<file path="src/design/lsra_pkg.sv">
// Shared constants, field types and helpers for the log segment ring allocator.
package lsra_pkg;

	// Ring geometry
	localparam int RING_DEPTH = 64;
	localparam int SLOT_W     = $clog2(RING_DEPTH);
	localparam int LIVE_W     = $clog2(RING_DEPTH + 1);

	// Field widths
	localparam int FUNC_W     = 2;
	localparam int LEN_W      = 25;
	localparam int ID_W       = 16;   // ids wrap at 2**ID_W, i.e. after the largest id 65535
	localparam int TIME_W     = 32;
	localparam int STAT_W     = 2;
	localparam int OFF_W      = 25;
	localparam int CNT_W      = 6;
	localparam int MAXC_W     = 7;
	localparam int CFG_IDX_W  = 1;
	localparam int CFG_DATA_W = 32;

	// Stream word layout
	localparam int S_LEN_LO   = 0;
	localparam int S_ID_LO    = S_LEN_LO + LEN_W;
	localparam int S_NOW_LO   = S_ID_LO + ID_W;
	localparam int S_FIELDS_W = S_NOW_LO + TIME_W;
	localparam int S_DATA_W   = ((S_FIELDS_W + 7) / 8) * 8;

	localparam int M_FIELDS_W = STAT_W + ID_W + OFF_W + TIME_W + CNT_W + 1 + ID_W;
	localparam int M_DATA_W   = ((M_FIELDS_W + 7) / 8) * 8;
	localparam int M_PAD_W    = M_DATA_W - M_FIELDS_W;

	// Byte limits
	localparam logic [LEN_W-1:0] MAX_VALUE_BYTES = LEN_W'(1048576);
	localparam logic [LEN_W:0]   SEGMENT_BYTES   = (LEN_W + 1)'(16777216);
	localparam logic [OFF_W-1:0] HEADER_BYTES    = OFF_W'(64);

	// Function codes
	localparam logic [FUNC_W-1:0] FUNC_APPEND = 2'd0;
	localparam logic [FUNC_W-1:0] FUNC_LOOKUP = 2'd1;
	localparam logic [FUNC_W-1:0] FUNC_EXPIRE = 2'd2;

	// Status codes
	localparam logic [STAT_W-1:0] STAT_OK        = 2'd0;
	localparam logic [STAT_W-1:0] STAT_TOO_LARGE = 2'd1;
	localparam logic [STAT_W-1:0] STAT_NOT_FOUND = 2'd2;

	// Register indexes
	localparam logic [CFG_IDX_W-1:0] CFG_MAX_COUNT = 1'b0;
	localparam logic [CFG_IDX_W-1:0] CFG_TTL       = 1'b1;

	typedef struct packed {
		logic [FUNC_W-1:0] func;
		logic [LEN_W-1:0]  length;
		logic [ID_W-1:0]   segment_id;
		logic [TIME_W-1:0] clock_secs;
	} cmd_t;

	typedef struct packed {
		logic [MAXC_W-1:0] max_count;
		logic [TIME_W-1:0] ttl;
	} cfg_t;

	typedef struct packed {
		logic [STAT_W-1:0] status;
		logic [ID_W-1:0]   result_segment;
		logic [OFF_W-1:0]  result_offset;
		logic [TIME_W-1:0] create_secs;
		logic [CNT_W-1:0]  removed_count;
		logic              evicted;
		logic [ID_W-1:0]   evicted_segment;
	} res_t;

	// Wrap a slot sum that is known to stay below twice the ring depth.
	function automatic logic [SLOT_W-1:0] wrap_slot(input logic [LIVE_W:0] sum);
		logic [LIVE_W:0] adj;
		adj = (sum >= (LIVE_W + 1)'(RING_DEPTH)) ? sum - (LIVE_W + 1)'(RING_DEPTH) : sum;
		return adj[SLOT_W-1:0];
	endfunction

endpackage

</file>
<file path="src/design/lsra_core.sv">
// Sequencer and creation-time memory of the segment ring.
module lsra_core (
	input  logic              clk,
	input  logic              arst_n,
	input  logic              cmd_valid,
	output logic              cmd_ready,
	input  lsra_pkg::cmd_t    cmd,
	input  lsra_pkg::cfg_t    cfg,
	output logic              res_valid,
	input  logic              res_ready,
	output lsra_pkg::res_t    res
);

	localparam logic [2:0] S_IDLE    = 3'd0;
	localparam logic [2:0] S_EXEC    = 3'd1;
	localparam logic [2:0] S_LOOK    = 3'd2;
	localparam logic [2:0] S_EXP_RD  = 3'd3;
	localparam logic [2:0] S_EXP_CHK = 3'd4;
	localparam logic [2:0] S_DONE    = 3'd5;

	logic [2:0]                        state_q;
	lsra_pkg::cmd_t                    cmd_q;
	lsra_pkg::res_t                    res_q;
	logic                              found_q;
	logic [lsra_pkg::SLOT_W-1:0]       head_slot_q;
	logic [lsra_pkg::LIVE_W-1:0]       live_q;
	logic [lsra_pkg::ID_W-1:0]         head_id_q;
	logic [lsra_pkg::OFF_W-1:0]        tail_q;

	logic [lsra_pkg::TIME_W-1:0]       create_times_q [lsra_pkg::RING_DEPTH];
	logic [lsra_pkg::TIME_W-1:0]       rd_data_q;

	logic                              rd_en;
	logic [lsra_pkg::SLOT_W-1:0]       rd_addr;
	logic                              wr_en;

	logic [lsra_pkg::ID_W-1:0]         live_ext;
	logic                              too_large;
	logic [lsra_pkg::LEN_W:0]          fit_sum;
	logic                              empty;
	logic                              open_new;
	logic                              full;
	logic [lsra_pkg::LIVE_W-1:0]       live_inc;
	logic                              over_max;
	logic                              evict;
	logic [lsra_pkg::ID_W-1:0]         base_id;
	logic [lsra_pkg::ID_W-1:0]         new_id;
	logic [lsra_pkg::ID_W-1:0]         tail_id;
	logic [lsra_pkg::SLOT_W-1:0]       wr_slot;
	logic [lsra_pkg::SLOT_W-1:0]       next_slot;
	logic [lsra_pkg::ID_W-1:0]         look_pos;
	logic                              look_found;
	logic [lsra_pkg::SLOT_W-1:0]       look_slot;
	logic [lsra_pkg::TIME_W-1:0]       age;
	logic                              expire_hit;
	lsra_pkg::res_t                    res_exec;

	always_comb begin
		live_ext   = lsra_pkg::ID_W'(live_q);
		too_large  = (cmd_q.func == lsra_pkg::FUNC_APPEND || cmd_q.func == lsra_pkg::FUNC_LOOKUP)
			&& (cmd_q.length > lsra_pkg::MAX_VALUE_BYTES);
		fit_sum    = (lsra_pkg::LEN_W + 1)'(cmd_q.length) + (lsra_pkg::LEN_W + 1)'(tail_q);
		empty      = (live_q == '0);
		open_new   = empty || (fit_sum > lsra_pkg::SEGMENT_BYTES);
		full       = (live_q >= lsra_pkg::LIVE_W'(lsra_pkg::RING_DEPTH));
		live_inc   = live_q + 1'b1;
		over_max   = (cfg.max_count != '0) && (32'(live_inc) > 32'(cfg.max_count));
		evict      = open_new && (full || over_max);
		base_id    = empty ? '0 : head_id_q;
		new_id     = base_id + live_ext;
		tail_id    = head_id_q + live_ext - 1'b1;
		// A full ring writes over the oldest slot, which is head + live modulo the depth.
		wr_slot    = lsra_pkg::wrap_slot((lsra_pkg::LIVE_W + 1)'(head_slot_q)
			+ (lsra_pkg::LIVE_W + 1)'(live_q));
		next_slot  = lsra_pkg::wrap_slot((lsra_pkg::LIVE_W + 1)'(head_slot_q)
			+ (lsra_pkg::LIVE_W + 1)'(1));
		look_pos   = cmd_q.segment_id - head_id_q;
		look_found = (look_pos < live_ext);
		look_slot  = lsra_pkg::wrap_slot((lsra_pkg::LIVE_W + 1)'(head_slot_q)
			+ (lsra_pkg::LIVE_W + 1)'(look_pos[lsra_pkg::SLOT_W-1:0]));
		age        = cmd_q.clock_secs - rd_data_q;
		expire_hit = (cmd_q.clock_secs > rd_data_q) && (age >= cfg.ttl);
	end

	always_comb begin
		res_exec = '0;
		if (too_large) begin
			res_exec.status = lsra_pkg::STAT_TOO_LARGE;
		end else if (cmd_q.func == lsra_pkg::FUNC_APPEND) begin
			res_exec.result_segment  = open_new ? new_id : tail_id;
			res_exec.result_offset   = open_new ? lsra_pkg::HEADER_BYTES : tail_q;
			res_exec.evicted         = evict;
			res_exec.evicted_segment = evict ? head_id_q : '0;
		end
	end

	// Memory port control: one read, one write, never both in the same cycle.
	always_comb begin
		rd_en   = 1'b0;
		rd_addr = head_slot_q;
		if (state_q == S_EXEC && cmd_q.func == lsra_pkg::FUNC_LOOKUP) begin
			rd_en   = 1'b1;
			rd_addr = look_slot;
		end else if (state_q == S_EXP_RD) begin
			rd_en = 1'b1;
		end
		wr_en = (state_q == S_EXEC) && (cmd_q.func == lsra_pkg::FUNC_APPEND)
			&& !too_large && open_new;
	end

	always_ff @(posedge clk) begin
		if (wr_en) begin
			create_times_q[wr_slot] <= cmd_q.clock_secs;
		end
		if (rd_en) begin
			rd_data_q <= create_times_q[rd_addr];
		end
	end

	always_ff @(posedge clk or negedge arst_n) begin
		if (!arst_n) begin
			state_q     <= S_IDLE;
			head_slot_q <= '0;
			live_q      <= '0;
			head_id_q   <= '0;
			tail_q      <= '0;
		end else begin
			unique case (state_q)
				S_IDLE: begin
					if (cmd_valid) begin
						state_q <= S_EXEC;
					end
				end
				S_EXEC: begin
					if (too_large) begin
						state_q <= S_DONE;
					end else begin
						case (cmd_q.func)
							lsra_pkg::FUNC_APPEND: begin
								if (open_new) begin
									head_slot_q <= evict ? next_slot : head_slot_q;
									head_id_q   <= evict ? base_id + 1'b1 : base_id;
									live_q      <= evict ? live_q : live_inc;
									tail_q      <= lsra_pkg::HEADER_BYTES + cmd_q.length;
								end else begin
									tail_q <= fit_sum[lsra_pkg::OFF_W-1:0];
								end
								state_q <= S_DONE;
							end
							lsra_pkg::FUNC_LOOKUP: begin
								state_q <= S_LOOK;
							end
							lsra_pkg::FUNC_EXPIRE: begin
								state_q <= (cfg.ttl != '0) ? S_EXP_RD : S_DONE;
							end
							default: begin
								state_q <= S_DONE;
							end
						endcase
					end
				end
				S_LOOK: begin
					state_q <= S_DONE;
				end
				S_EXP_RD: begin
					// Always keep the newest segment.
					state_q <= (live_q > lsra_pkg::LIVE_W'(1)) ? S_EXP_CHK : S_DONE;
				end
				S_EXP_CHK: begin
					if (expire_hit) begin
						head_slot_q <= next_slot;
						head_id_q   <= head_id_q + 1'b1;
						live_q      <= live_q - 1'b1;
						state_q     <= S_EXP_RD;
					end else begin
						state_q <= S_DONE;
					end
				end
				S_DONE: begin
					if (res_ready) begin
						state_q <= S_IDLE;
					end
				end
				default: begin
					state_q <= S_IDLE;
				end
			endcase
		end
	end

	always_ff @(posedge clk) begin
		case (state_q)
			S_IDLE: begin
				if (cmd_valid) begin
					cmd_q <= cmd;
				end
			end
			S_EXEC: begin
				res_q   <= res_exec;
				found_q <= look_found;
			end
			S_LOOK: begin
				res_q.status      <= found_q ? lsra_pkg::STAT_OK : lsra_pkg::STAT_NOT_FOUND;
				res_q.create_secs <= found_q ? rd_data_q : '0;
			end
			S_EXP_CHK: begin
				// Saturate the removal count.
				if (expire_hit && res_q.removed_count != '1) begin
					res_q.removed_count <= res_q.removed_count + 1'b1;
				end
			end
			default: begin
			end
		endcase
	end

	assign cmd_ready = (state_q == S_IDLE);
	assign res_valid = (state_q == S_DONE);
	assign res       = res_q;

endmodule

</file>
<file path="src/design/log_segment_ring_allocator.sv">
// Top level of the log segment ring allocator: stream ports, registers, output word.
// One item at a time: the next word is accepted only after the last result has left the core;
// an append, a rejected word or an expire with expiry off passes through execute and done, a
// lookup adds a read state, and an expire reads and checks the oldest segment in turn.
// The single-port read of the creation-time memory sets the per-step pace of expiry.
// Reset clears the ring pointers, the live count, the tail offset and both registers;
// creation-time memory contents stay undefined and are used only for live segments.
module log_segment_ring_allocator (
	input  logic                                clk,
	input  logic                                arst_n,
	// Input words
	input  logic                                s_tvalid,
	output logic                                s_tready,
	// length [24:0], segment_id [40:25], clock_secs [72:41], zero fill above
	input  logic [lsra_pkg::S_DATA_W-1:0]       s_tdata,
	// func [1:0]
	input  logic [lsra_pkg::FUNC_W-1:0]         s_tuser,
	// Result words
	output logic                                m_tvalid,
	input  logic                                m_tready,
	// status [1:0], result_segment [17:2], result_offset [42:18], create_secs [74:43],
	// removed_count [80:75], evicted [81], evicted_segment [97:82], zero fill above
	output logic [lsra_pkg::M_DATA_W-1:0]       m_tdata,
	// Register writes
	input  logic                                cfg_valid,
	output logic                                cfg_ready,
	input  logic [lsra_pkg::CFG_IDX_W-1:0]      cfg_index,
	input  logic [lsra_pkg::CFG_DATA_W-1:0]     cfg_data
);

	lsra_pkg::cmd_t                    cmd;
	lsra_pkg::cfg_t                    cfg_q;
	lsra_pkg::res_t                    res;
	logic                              res_valid;
	logic                              res_ready;
	logic                              m_tvalid_q;
	logic [lsra_pkg::M_DATA_W-1:0]     m_tdata_q;

	// Unpack the input word.
	always_comb begin
		cmd.func       = s_tuser;
		cmd.length     = s_tdata[lsra_pkg::S_LEN_LO +: lsra_pkg::LEN_W];
		cmd.segment_id = s_tdata[lsra_pkg::S_ID_LO +: lsra_pkg::ID_W];
		cmd.clock_secs = s_tdata[lsra_pkg::S_NOW_LO +: lsra_pkg::TIME_W];
	end

	// Registers take a write at any time; the user must write only while the block is idle, unenforced.
	assign cfg_ready = 1'b1;

	always_ff @(posedge clk or negedge arst_n) begin
		if (!arst_n) begin
			cfg_q <= '0;
		end else if (cfg_valid) begin
			unique case (cfg_index)
				lsra_pkg::CFG_MAX_COUNT: begin
					cfg_q.max_count <= cfg_data[lsra_pkg::MAXC_W-1:0];
				end
				lsra_pkg::CFG_TTL: begin
					cfg_q.ttl <= cfg_data[lsra_pkg::TIME_W-1:0];
				end
				default: begin
				end
			endcase
		end
	end

	lsra_core u_core (
		.clk       (clk),
		.arst_n    (arst_n),
		.cmd_valid (s_tvalid),
		.cmd_ready (s_tready),
		.cmd       (cmd),
		.cfg       (cfg_q),
		.res_valid (res_valid),
		.res_ready (res_ready),
		.res       (res)
	);

	// Output register: the core hands over a result whenever the slot is empty or draining.
	assign res_ready = !m_tvalid_q || m_tready;

	always_ff @(posedge clk or negedge arst_n) begin
		if (!arst_n) begin
			m_tvalid_q <= 1'b0;
		end else if (res_ready) begin
			m_tvalid_q <= res_valid;
		end
	end

	always_ff @(posedge clk) begin
		if (res_valid && res_ready) begin
			m_tdata_q <= {{lsra_pkg::M_PAD_W{1'b0}}, res.evicted_segment, res.evicted,
				res.removed_count, res.create_secs, res.result_offset, res.result_segment,
				res.status};
		end
	end

	assign m_tvalid = m_tvalid_q;
	assign m_tdata  = m_tdata_q;

endmodule

</file>
<file path="config.mk">
export PLATFORM = sky130hd
export DESIGN_NAME = log_segment_ring_allocator
export DESIGN_NICKNAME = d
export VERILOG_FILES = /design/src/design/lsra_pkg.sv /design/src/design/lsra_core.sv /design/src/design/log_segment_ring_allocator.sv
export SDC_FILE = /design/constraint.sdc
export NUM_CORES = 2
export LEC_CHECK = 0
export BUFFER_PORTS_ARGS = -buffer_cell sky130_fd_sc_hd__buf_4
export CAP_MARGIN = 25
export CELL_PAD_IN_SITES_DETAIL_PLACEMENT = 0
export CELL_PAD_IN_SITES_GLOBAL_PLACEMENT = 1
export CORE_ASPECT_RATIO = 0.75
export CORE_MARGIN = 2
export CORE_UTILIZATION = 45
export CTS_CLUSTER_DIAMETER = 100
export CTS_CLUSTER_SIZE = 25
export DETAILED_ROUTE_END_ITERATION = 16
export PLACE_DENSITY = 0.69
export SYNTH_ARGS = -nofsm -noshare
export SYNTH_HDL_FRONTEND = slang
export SYNTH_SLANG_ARGS = --single-unit
</file>
<file path="constraint.sdc">
create_clock -name clk -period 16.29 [get_ports clk]
set_input_delay 1.629 -clock clk [delete_from_list [all_inputs] [get_ports clk]]
set_output_delay 1.629 -clock clk [all_outputs]
set_load 0.02 [all_outputs]
</file>
==> qor.csv <==
metric,value,unit
max_cap_violations,0,
crit_fanout,65,
worstMarginPinSlew,1.14,ns
synth_ff_type,edfxtp_1,
yosys_warnings,0,
final_common_cell,edfxtp_1,
drv_slew,0,
wl_met1,116000,um
place.gp.congestion,0.896,
finalClockSkew,0.0380,ns
cts_made_buffers,108,
nets,6106,
cpPeakStageDelay,0.60,ns
status,completed,
period_needed,7.71,ns
dpl.hpwl,153000,um
setup_viol_count_final,0,
grt_usage,0.223,
vias_per_cell,6.02,
clockBufferDepth,3,
grt_max_degree,129,
antenna_found_initial,21,
wire_per_inst,29.3,um
avgSynthCellArea,18.1,um2
io_buffers,212,
ctsHoldBuffers,0,
worstPathArrival,8.38,ns
drt_pass1_iterations,6,
maxSlewHeadroom,0.234,
ys_ff_latch,2449,
p_leak,36.1,nW
final_util,0.493,
die_x,550,um
synth_edf_count,2352,
rsz0062_at_grt,no,
min_period_over_period,0.473,
row_count,150,
fin_setup_tns,0,ns
peakVddDrop,159,uV
cts_tree,done,
crit_slowest_cell,buf_4,
cp-start-kind,flop,
cts_resized,0,
final_cell_mix,"2352 x edfxtp_1, 512 x mux4_2, 380 x nand2_1, 379 x buf_4, 190 x a21oi_1",
met2_wirelength,114000,um
clkSlewWorstSetupHoldPaths,0.11,ns
ys_seq_area_frac,0.725,
cts_setup_buffers,0,
multi_input_area,26300,um2
drc_errors,0,
cts_sinks,2449,
syn_to_final_growth,9.06,%
dp_cells,8651,
p_per_area,146,nW/um2
synthCells,5576,
die_area,228000,um2
num_vias,53200,
cts-root-buf,clkbuf_16,
initial_core_util,0.452,
synth_area,101000,um2
wl_met3,23100,um
wirelength,259000,um
io_pins,227,
ant_nets,0,
fillers,18300,
hold_viol,0,
die_height,414,um
fmax,130,MHz
hold_class,reg -> reg,
h-tree-depth,3,
layout.cells.non_filler,8824,
grt_pass1_vias,51300,
path_class,reg -> reg,
worst_slack,8.58,ns
grt_overflow,0,
highest_layer,met5,
drt_iter0_drc,7326,
endpoint_kind,flop,
pre_cts_ws,8.85,ns
coreArea,223000,um2
grt_pass1_wl,367000,um
drive_gt1_frac,0.200,
ys_async_sr_fraction,0.0396,
required,16.96,ns
ys_types,85,
clock_latency,0.79,ns
regArea,73100,um2
final timing paths:
| path | start | slack (ns) | end | cells after the start |
|---|---|---|---|---|
| max | u_core.cmd_q[0] | 8.58 | u_core.head_slot_q[1] | 27 |
| min | u_core.res[56] | 0.43 | m_tdata[19] | 0 |
| max reg2reg | u_core.cmd_q[0] | 8.58 | u_core.head_slot_q[1] | 27 |
| min reg2reg | u_core.res[56] | 0.43 | m_tdata[19] | 0 |
| max in group asynchronous | arst_n | 14.08 | u_core.tail_q[10] | 2 |
| min in group asynchronous | arst_n | 0.85 | cfg_q[28] | 1 |
per-stage QoR:
stage	area [um2]	power, mW	hold slack, ns
after global routing	110000	16.7	0.438
final	110000	16.0	0.426
after floorplan	101000	11.3	0.400
after CTS	110000	16.1	0.420
after global placement	107000	13.0	0.404
after detailed placement	107000	13.0	0.405
sequential cells by signal, summed over array words and instances, names as in the netlist, 3 cells and up:
| register | flops |
|---|---|
| u_core.res | 98 |
| u_core.head_id_q | 16 |
| u_core.live_q | 7 |
| u_core.head_slot_q | 6 |
| u_core.rd_data_q | 32 |
| u_core.cmd_q | 75 |
| m_tdata | 98 |
| u_core.tail_q | 25 |
| u_core.create_times_q | 2048 |
| u_core.state_q | 3 |
| cfg_q | 39 |
cells by family after synthesis:
group,count (synthesis),synth area share
AO/OA/AOI/OAI,780,0.0517
AND/OR/NAND/NOR,1029,0.0492
adder cells (fa/ha/maj),183,0.0232
other,2,0.0000745
XOR/XNOR,128,0.0111
flip-flops,2449,0.725
multiplexers,558,0.119
buffers and inverters,447,0.0201
where the power goes:
part / total (mW) / switching (mW) / internal [mW]
registers: 7.66 / 0.206 / 7.45
logic: 5.23 / 3.18 / 2.05
clock network: 3.15 / 1.90 / 1.25
total: 16.0 / 5.29 / 10.8
layer usage:
metal,vias up,global-route usage
li1,22700,-
met1,28100,0.342
met2,2105,0.325
met4,5,0.0481
met5,-,0.00673
met3,256,0.0516
synthesized netlist by cell type, drive strengths merged, types with 9 or more instances:
cell type	count	area share
a211oi	178	0.013
a21o	44	0.0033
a21oi	197	0.010
a311oi	67	0.0058
a31oi	79	0.0049
and2	163	0.010
and3	46	0.0029
buf	147	0.0089
clkbuf	141	0.0053
dfrtp	97	0.024
edfxtp	2352	0.70
ha	176	0.022
inv	158	0.0059
mux2	37	0.0041
mux2i	9	0.00089
mux4	512	0.11
nand2	380	0.014
nand2b	14	0.00087
nand3	55	0.0027
nand4	39	0.0024
nor2	191	0.0071
nor2b	19	0.0012
nor3	54	0.0027
nor4	23	0.0016
o211ai	10	0.00079
o21a	11	0.00082
o21ai	104	0.0052
o21bai	19	0.0014
or3	12	0.00079
xnor2	84	0.0073
xor2	44	0.0038
final cells by class:
type	instances	area share
Multi-Input combinational cell	2685	0.239
Sequential cell	2449	0.665
Inverter	159	0.00543
Clock inverter	8	0.00122
Timing Repair Buffer	400	0.0290
Antenna cell	10	0.000228
Clock buffer	149	0.0262
Tap cell	2964	0.0338
critical path: cells and delay by family, from the launching register on:
| kind | cells | cell delay [ns] |
|---|---|---|
| xor+xnor | 1 | 0.39 |
| simple gates | 11 | 2.73 |
| compound gates | 9 | 2.28 |
| mux | 1 | 0.36 |
| flops | 1 | 0.34 |
| fa+ha+maj | 2 | 0.48 |
| buf+inv | 3 | 1.00 |
Note: power is estimated with default switching activity, not from simulation.
